**config.mk**
```make
export PLATFORM = sky130hd
export DESIGN_NAME = rcr_mac
export DESIGN_NICKNAME = d
export VERILOG_FILES = /design/src/hdl/rcr_pkg.sv /design/src/hdl/rcr_mac.sv
export SDC_FILE = /design/constraint.sdc
export NUM_CORES = 2
export LEC_CHECK = 0
export ABC_AREA = 1
export ABC_CLOCK_PERIOD_IN_PS = 15600
export BUFFER_PORTS_ARGS = -buffer_cell sky130_fd_sc_hd__buf_4
export CAP_MARGIN = 5
export CORE_MARGIN = 5
export CORE_UTILIZATION = 60
export CTS_CLUSTER_SIZE = 16
export DETAILED_ROUTE_END_ITERATION = 10
export GPL_TIMING_DRIVEN = 0
export PLACE_DENSITY = 0.89
export SETUP_SLACK_MARGIN = 0.3
export SYNTH_ARGS = -nofsm -noshare
export SYNTH_HDL_FRONTEND = slang
export SYNTH_SLANG_ARGS = --single-unit
```
**constraint.sdc**
```tcl
create_clock -name clock -period 15.6 [get_ports clock]
set_input_delay 2.34 -clock clock [delete_from_list [all_inputs] [get_ports clock]]
set_output_delay 2.34 -clock clock [all_outputs]
set_load 0.02 [all_outputs]
```
**src/hdl/rcr_pkg.sv**
```systemverilog
// ----------------------------------------------------------------------------
// rcr_pkg : shared types and constants of the RGB 3x3 convolution unit
// Pixel and tap-grid types, geometry limits, register indexes and the
// built-in kernel coefficient table (8 fraction bits).
// ----------------------------------------------------------------------------
`default_nettype none

package rcr_pkg;

   // geometry
   localparam int MAX_WIDTH    = 2048;
   localparam int MAX_HEIGHT   = 4096;
   localparam int ADDR_W       = $clog2(MAX_WIDTH);
   localparam int WIDTH_W      = ADDR_W + 1;
   localparam int ROW_W        = $clog2(MAX_HEIGHT);
   localparam int HEIGHT_W     = ROW_W + 1;
   localparam int WIDTH_RESET  = 640;
   localparam int HEIGHT_RESET = 480;

   // configuration port
   localparam int CSR_IDX_W  = 2;
   localparam int CSR_DATA_W = HEIGHT_W;
   typedef enum logic [CSR_IDX_W-1:0] {
      CSR_WIDTH  = 2'd0,
      CSR_HEIGHT = 2'd1,
      CSR_KERNEL = 2'd2
   } csr_idx_type;

   // pixel format
   localparam int CH_W  = 8;
   localparam int PIX_W = 3 * CH_W;
   localparam int TAPS  = 9;

   typedef struct packed {
      logic [CH_W-1:0] blue;
      logic [CH_W-1:0] green;
      logic [CH_W-1:0] red;
   } pix_type;

   typedef pix_type [TAPS-1:0] grid_type;

   typedef struct packed {
      logic valid;
      logic last;
   } tag_type;

   // arithmetic widths
   localparam int FRAC_BITS = 8;
   localparam int COEF_W    = 13;
   localparam int PROD_W    = COEF_W + CH_W + 1;
   localparam int PART_W    = PROD_W + 2;
   localparam int SUM_W     = PART_W + 2;

   // kernel numbers
   localparam int KSEL_W = 4;
   localparam logic [KSEL_W-1:0] K_BLUR    = 4'd1;
   localparam logic [KSEL_W-1:0] K_EMBOSS  = 4'd2;
   localparam logic [KSEL_W-1:0] K_SHARPEN = 4'd3;
   localparam logic [KSEL_W-1:0] K_OUTLINE = 4'd4;
   localparam logic [KSEL_W-1:0] K_SOBEL   = 4'd5;
   localparam logic [KSEL_W-1:0] K_RIDGE   = 4'd6;
   localparam logic [KSEL_W-1:0] K_EDGE    = 4'd7;
   localparam logic [KSEL_W-1:0] K_BOX     = 4'd8;

   typedef logic signed [COEF_W-1:0] coef_row_type [0:TAPS-1];

   // coefficients in raster tap order, scaled by 2^FRAC_BITS
   function automatic coef_row_type kernel_row(input logic [KSEL_W-1:0] k);
      coef_row_type row;
      unique case (k)
         K_BLUR:    row = '{16, 32, 16, 32, 64, 32, 16, 32, 16};
         K_EMBOSS:  row = '{512, -256, 0, -256, 256, 256, 0, 256, 512};
         K_SHARPEN: row = '{0, -256, 0, -256, 1280, -256, 0, -256, 0};
         K_OUTLINE,
         K_EDGE:    row = '{-256, -256, -256, -256, 2048, -256, -256, -256, -256};
         K_SOBEL:   row = '{-256, -512, -256, 0, 0, 0, 256, 512, 256};
         K_RIDGE:   row = '{0, -256, 0, -256, 1024, -256, 0, -256, 0};
         K_BOX:     row = '{28, 28, 28, 28, 28, 28, 28, 28, 28};
         default:   row = '{0, 0, 0, 0, 256, 0, 0, 0, 0};
      endcase
      return row;
   endfunction

endpackage

`default_nettype wire

```
**src/hdl/rcr_mac.sv**
```systemverilog
// ----------------------------------------------------------------------------
// rcr_mac : multiply-accumulate pipeline of the 3x3 convolution
// Steps: 27 coefficient products, partial sums of three, then the
// final sum (combinational) and clamp to 0..255. All registers advance on en.
// ----------------------------------------------------------------------------
`default_nettype none

module rcr_mac (
   input  logic                          clock,
   input  logic                          reset,
   input  logic                          en,
   input  rcr_pkg::tag_type              tag_in,
   input  rcr_pkg::grid_type             taps_in,
   input  logic [rcr_pkg::KSEL_W-1:0]    kernel_sel,
   output rcr_pkg::tag_type              tag_out,
   output rcr_pkg::pix_type              pix_out
);
   import rcr_pkg::*;

   coef_row_type              coef;
   logic [CH_W-1:0]           px       [0:2][0:TAPS-1];
   logic signed [PROD_W-1:0]  prod_in  [0:2][0:TAPS-1];
   logic signed [PROD_W-1:0]  prod_ff  [0:2][0:TAPS-1];
   logic signed [PART_W-1:0]  part_in  [0:2][0:2];
   logic signed [PART_W-1:0]  part_ff  [0:2][0:2];
   logic signed [SUM_W-1:0]   total    [0:2];
   logic [CH_W-1:0]           chan_out [0:2];
   tag_type                   tag2_ff;
   tag_type                   tag3_ff;

   // negative gives 0, otherwise drop fraction and saturate
   function automatic logic [CH_W-1:0] clamp(input logic signed [SUM_W-1:0] v);
      logic [CH_W-1:0] r;
      if (v[SUM_W-1]) begin
         r = '0;
      end else if (|v[SUM_W-2:FRAC_BITS+CH_W]) begin
         r = '1;
      end else begin
         r = v[FRAC_BITS+CH_W-1:FRAC_BITS];
      end
      return r;
   endfunction

   assign coef = kernel_row(kernel_sel);

   // split taps into channels
   always_comb begin
      for (int t = 0; t < TAPS; t++) begin
         px[0][t] = taps_in[t].red;
         px[1][t] = taps_in[t].green;
         px[2][t] = taps_in[t].blue;
      end
   end

   // products
   always_comb begin
      for (int c = 0; c < 3; c++) begin
         for (int t = 0; t < TAPS; t++) begin
            prod_in[c][t] = coef[t] * $signed({1'b0, px[c][t]});
         end
      end
   end

   // partial sums, one per kernel row
   always_comb begin
      for (int c = 0; c < 3; c++) begin
         for (int g = 0; g < 3; g++) begin
            part_in[c][g] = PART_W'(prod_ff[c][3*g]) + PART_W'(prod_ff[c][3*g+1])
                          + PART_W'(prod_ff[c][3*g+2]);
         end
      end
   end

   // final sum and clamp
   always_comb begin
      for (int c = 0; c < 3; c++) begin
         total[c]    = SUM_W'(part_ff[c][0]) + SUM_W'(part_ff[c][1])
                     + SUM_W'(part_ff[c][2]);
         chan_out[c] = clamp(total[c]);
      end
   end

   always_ff @(posedge clock) begin
      if (en) begin
         prod_ff <= prod_in;
         part_ff <= part_in;
      end
   end

   always_ff @(posedge clock) begin
      if (reset) begin
         tag2_ff <= '0;
         tag3_ff <= '0;
      end else if (en) begin
         tag2_ff <= tag_in;
         tag3_ff <= tag2_ff;
      end
   end

   assign tag_out       = tag3_ff;
   assign pix_out.red   = chan_out[0];
   assign pix_out.green = chan_out[1];
   assign pix_out.blue  = chan_out[2];

endmodule

`default_nettype wire

```
==> out/qor.csv <==
stage,metric,value,unit
status,status,"finished, final reports clean",
timing,slew margin rel.,2.88,%
timing,setup TNS,0,ns
logic_synthesis,most common cell in the netlist,inv_1,
detailed_routing,DRT iter0 DRCs,6667,
power_and_ir_drop,switching part of the total,52.0,%
critical_path,worst reg2reg startpoint,prod_ff[465]$_DFFE_PP_,
clock_network,CTS Buffer Depth,3,
critical_path,Critical Path AT,9.57,ns
floorplan,die height,419,um
hold_path,hold depth,2,
clock_network,CTS tree,done,
power_and_ir_drop,sequential power share,19.5,%
timing,max frequency,109,MHz
power_and_ir_drop,Int Power,9.34,mW
floorplan,die width,419,um
logic_synthesis,async set or reset register ratio after synthesis,0,%
clock_network,Post-CTS Setup Repair Bufs,0,
timing,Final Critical Period,9.15,ns
clock_network,TritonCTS Buffers,86,
logic_synthesis,synth top area cells,"fa_1, edfxtp_1, ha_1",
logic_synthesis,Yosys cell types,55,
detailed_routing,final wirelength,278000,um
detailed_routing,Met3 Routed Length,25200,um
logic_synthesis,most area-hungry cell type in the Yosys netlist,fa_1,
clock_network,Worst-path clk slew,0.06,ns
floorplan,core area,167000,sq um
logic_synthesis,sequential share of the synthesized area,22.1,%
hold_path,hold_sp,tag_out[1]$_SDFFE_PP0P_,
timing,part of the cycle the worst path needs,58.6,%
detailed_routing,Routed Antenna Nets,0,
detailed_routing,DRC,0,
logic_synthesis,"Primary FF master, synth",edfxtp_1,
detailed_routing,routed length per instance,20.1,um
logic_synthesis,top cell type's share of synthesized area,23.8,%
logic_synthesis,post-synthesis register bit count,739,
timing,RSZ-0062 raised after global routing,false,
global_route,vias in the first global route,80000,
detailed_routing,met1 wire length,95400,um
placed_design,DP Worst Slack,6.21,ns
detailed_routing,top sig layer,met5,
logic_synthesis,Post-synth top cells,"inv_1, ha_1, nand2_1",
cells_and_area,layout cells sized above 1,4.31,%
hold_path,HP Class,reg -> reg,
clock_network,post-CTS sizing,0,
placed_design,Port Buffer Count,249,
power_and_ir_drop,Worst IR Drop VDD,0.286,mV
timing,Hold Fails Final Rpt,0,
floorplan,row count,150,
power_and_ir_drop,pwr dens,180,nW/um^2
logic_synthesis,Mapped Area,100000,sq um
floorplan,DIE AREA,175000,sq um
critical_path,register-to-register setup slack,12.09,ns
power_and_ir_drop,standby leakage power,58.2,nW
hold_path,WHS Endpoint,tag_out[1]$_SDFFE_PP0P_,
timing,setup violators final,0,
timing,Worst Max-Slew Pin Slew,1.46,ns
cells_and_area,# fillers,12300,
detailed_routing,DR vias,77000,
power_and_ir_drop,Clock power frac,10.7,%
floorplan,Initial Util,60.2,%
logic_synthesis,warnings from Yosys,0,
power_and_ir_drop,power share of the combinational group,69.8,%
floorplan,IO Count,251,
logic_synthesis,Syn Inst Count,11200,
logic_synthesis,Synth Area per Inst,8.97,sq um
detailed_routing,Initial DRT Pass Iterations,9,
placed_design,GPL Wtd Cong,1.01,
placed_design,dpl hpwl,227000,um
critical_path,Reg-to-Reg End,part_ff[189]$_DFFE_PP_,
clock_network,clock latency at the later pin of the worst-skew pair,0.70,ns
critical_path,worst r2r path cells,13,
logic_synthesis,Syn Nets,14200,
critical_path,worst endpoint required time,16.02,ns
critical_path,Crit Path Category,in -> reg,
timing,max-slew violation count,0,
critical_path,Critical Path Sink Type,flop,
cells_and_area,layout net count,14500,
power_and_ir_drop,switching power summed over all nets,10.1,mW
global_route,largest net degree at the start of global routing,129,
clock_network,"Hold-fix buffers, CTS",0,
critical_path,crit path max fanout,10,
clock_network,root buffer cell,clkbuf_16,
global_route,initial antenna violation count,45,
logic_synthesis,Post-synth EDFFs,735,
clock_network,TritonCTS Sinks,739,
global_route,first-pass GRT wire length,429000,um
flow_run,reported max-cap violation count,0,
timing,skew final,0.0213,ns
clock_network,H-tree depth,3,
global_route,GRT Overall Usage,31.7,%
detailed_routing,drt via density,5.56,
detailed_routing,met2 routed WL,129000,um
timing,post-route setup slack,6.45,ns
global_route,gr ovfl total,0,
cells_and_area,synthesis-to-finish area growth,7.82,%
critical_path,type of origin of the critical path,input pin,
[stage by stage]
step           instance area [sq um]  hold slack (ns)  std cells  power [mW]  utilization (%)
2_1_floorplan                 100000            0.430      11200        13.0                -
3_3_place_gp                  105000            0.444      13600        16.7             63.0
3_5_place_dp                  105000            0.455      13600        17.0             63.1
4_1_cts                       108000            0.463      13800        19.3             64.8
5_1_grt                       108000            0.494      13800        21.0             64.9
6_report                      108000            0.462      13800        19.4             64.9
[registers in the layout, indices dropped and copies added (netlist names)]
name     flops
tag_out      2
part_ff    198
tag2_ff      2
prod_ff    537
[power by group through the flow]
stage	sequential [mW]	clock, mW	combinational [mW]
detailed placement	3.82	0	13.2
global route	3.83	2.16	15.0
global placement	3.82	0	12.9
CTS	3.79	2.08	13.4
floorplan	3.57	0	9.40
finish	3.78	2.07	13.6
[logic make-up after synthesis]
family	share of synthesized area [%]
AOI/OAI and AO/OA	6.55
xor gates and xnor gates	5.13
and+or+nand+nor	11.0
DFF	22.1
adders and majority gates	43.3
buffers and inverters	12.0
[layout by cell type, fill, tap and decap left out, types with 10 or more instances in the layout]
master,count
a31oi_1,45
o31ai_1,18
a21o_1,47
nor3_1,57
clkbuf_16,87
diode_2,36
a21boi_0,15
clkinv_1,15
buf_2,22
buf_1,10
buf_4,248
nor2_1,1029
o21bai_1,39
ha_1,1564
o2111ai_1,19
xor2_1,401
buf_8,10
nand3_1,237
a21oi_1,615
nand2_1,1306
o211ai_1,18
xnor2_1,174
fa_1,1191
nor4_1,11
edfxtp_1,735
o21a_1,25
nand3b_1,10
clkinv_2,13
nand4_1,55
o21ai_0,211
a211oi_1,12
inv_1,3095
o21ai_1,58
clkbuf_1,59
a31o_2,18
[layer usage]
| metal | global-route usage [%] | up-vias |
|---|---|---|
| li1 | - | 35500 |
| met1 | 34.9 | 36700 |
| met2 | 52.7 | 3688 |
| met3 | 7.47 | 1133 |
| met4 | 25.5 | 12 |
| met5 | 0 | - |
[cell type report]
class                           instances  area (sq um)  area share, %
Inverter                             3105         11700           10.8
Sequential cell                       739         22200           20.5
Timing Repair Buffer                  264          2180           2.01
Clock buffer                          101          2230           2.06
Tap cell                             2204          2760           2.55
Multi-Input combinational cell       7247         66100           61.2
Clock inverter                         57           566          0.523
Antenna cell                           36          90.1         0.0833
Buffer                                 86           362          0.334
[worst max-delay path by stage]
stage / from / end / slack (ns) / depth (start not counted)
floorplan: kernel_sel[2] / prod_ff[41]$_DFFE_PP_ / 8.43 / 26
global placement: kernel_sel[1] / prod_ff[502]$_DFFE_PP_ / 5.60 / 23
detailed placement: kernel_sel[0] / prod_ff[153]$_DFFE_PP_ / 6.21 / 25
CTS: kernel_sel[1] / prod_ff[502]$_DFFE_PP_ / 6.90 / 24
global route: kernel_sel[1] / prod_ff[502]$_DFFE_PP_ / 6.44 / 24
finish: kernel_sel[1] / prod_ff[502]$_DFFE_PP_ / 6.45 / 24
[critical path, stage by stage]
cell and delay, ns:
buf_4 0.13, inv_1 0.08, ha_1 0.18, nand3_1 0.91, clkbuf_1 0.64, buf_8 0.26
clkbuf_1 0.86, nor2_1 0.35, ha_1 0.35, fa_1 0.58, inv_1 0.11, fa_1 0.52
fa_1 0.50, inv_1 0.04, ha_1 0.33, nand2_1 0.08, o21ai_2 0.14, a21oi_1 0.10
o21bai_1 0.20, a21boi_1 0.14, o21ai_0 0.32, nand3_1 0.15, nand3_1 0.09, nand2_1 0.10
Note: power is estimated with default switching activity, not from simulation.
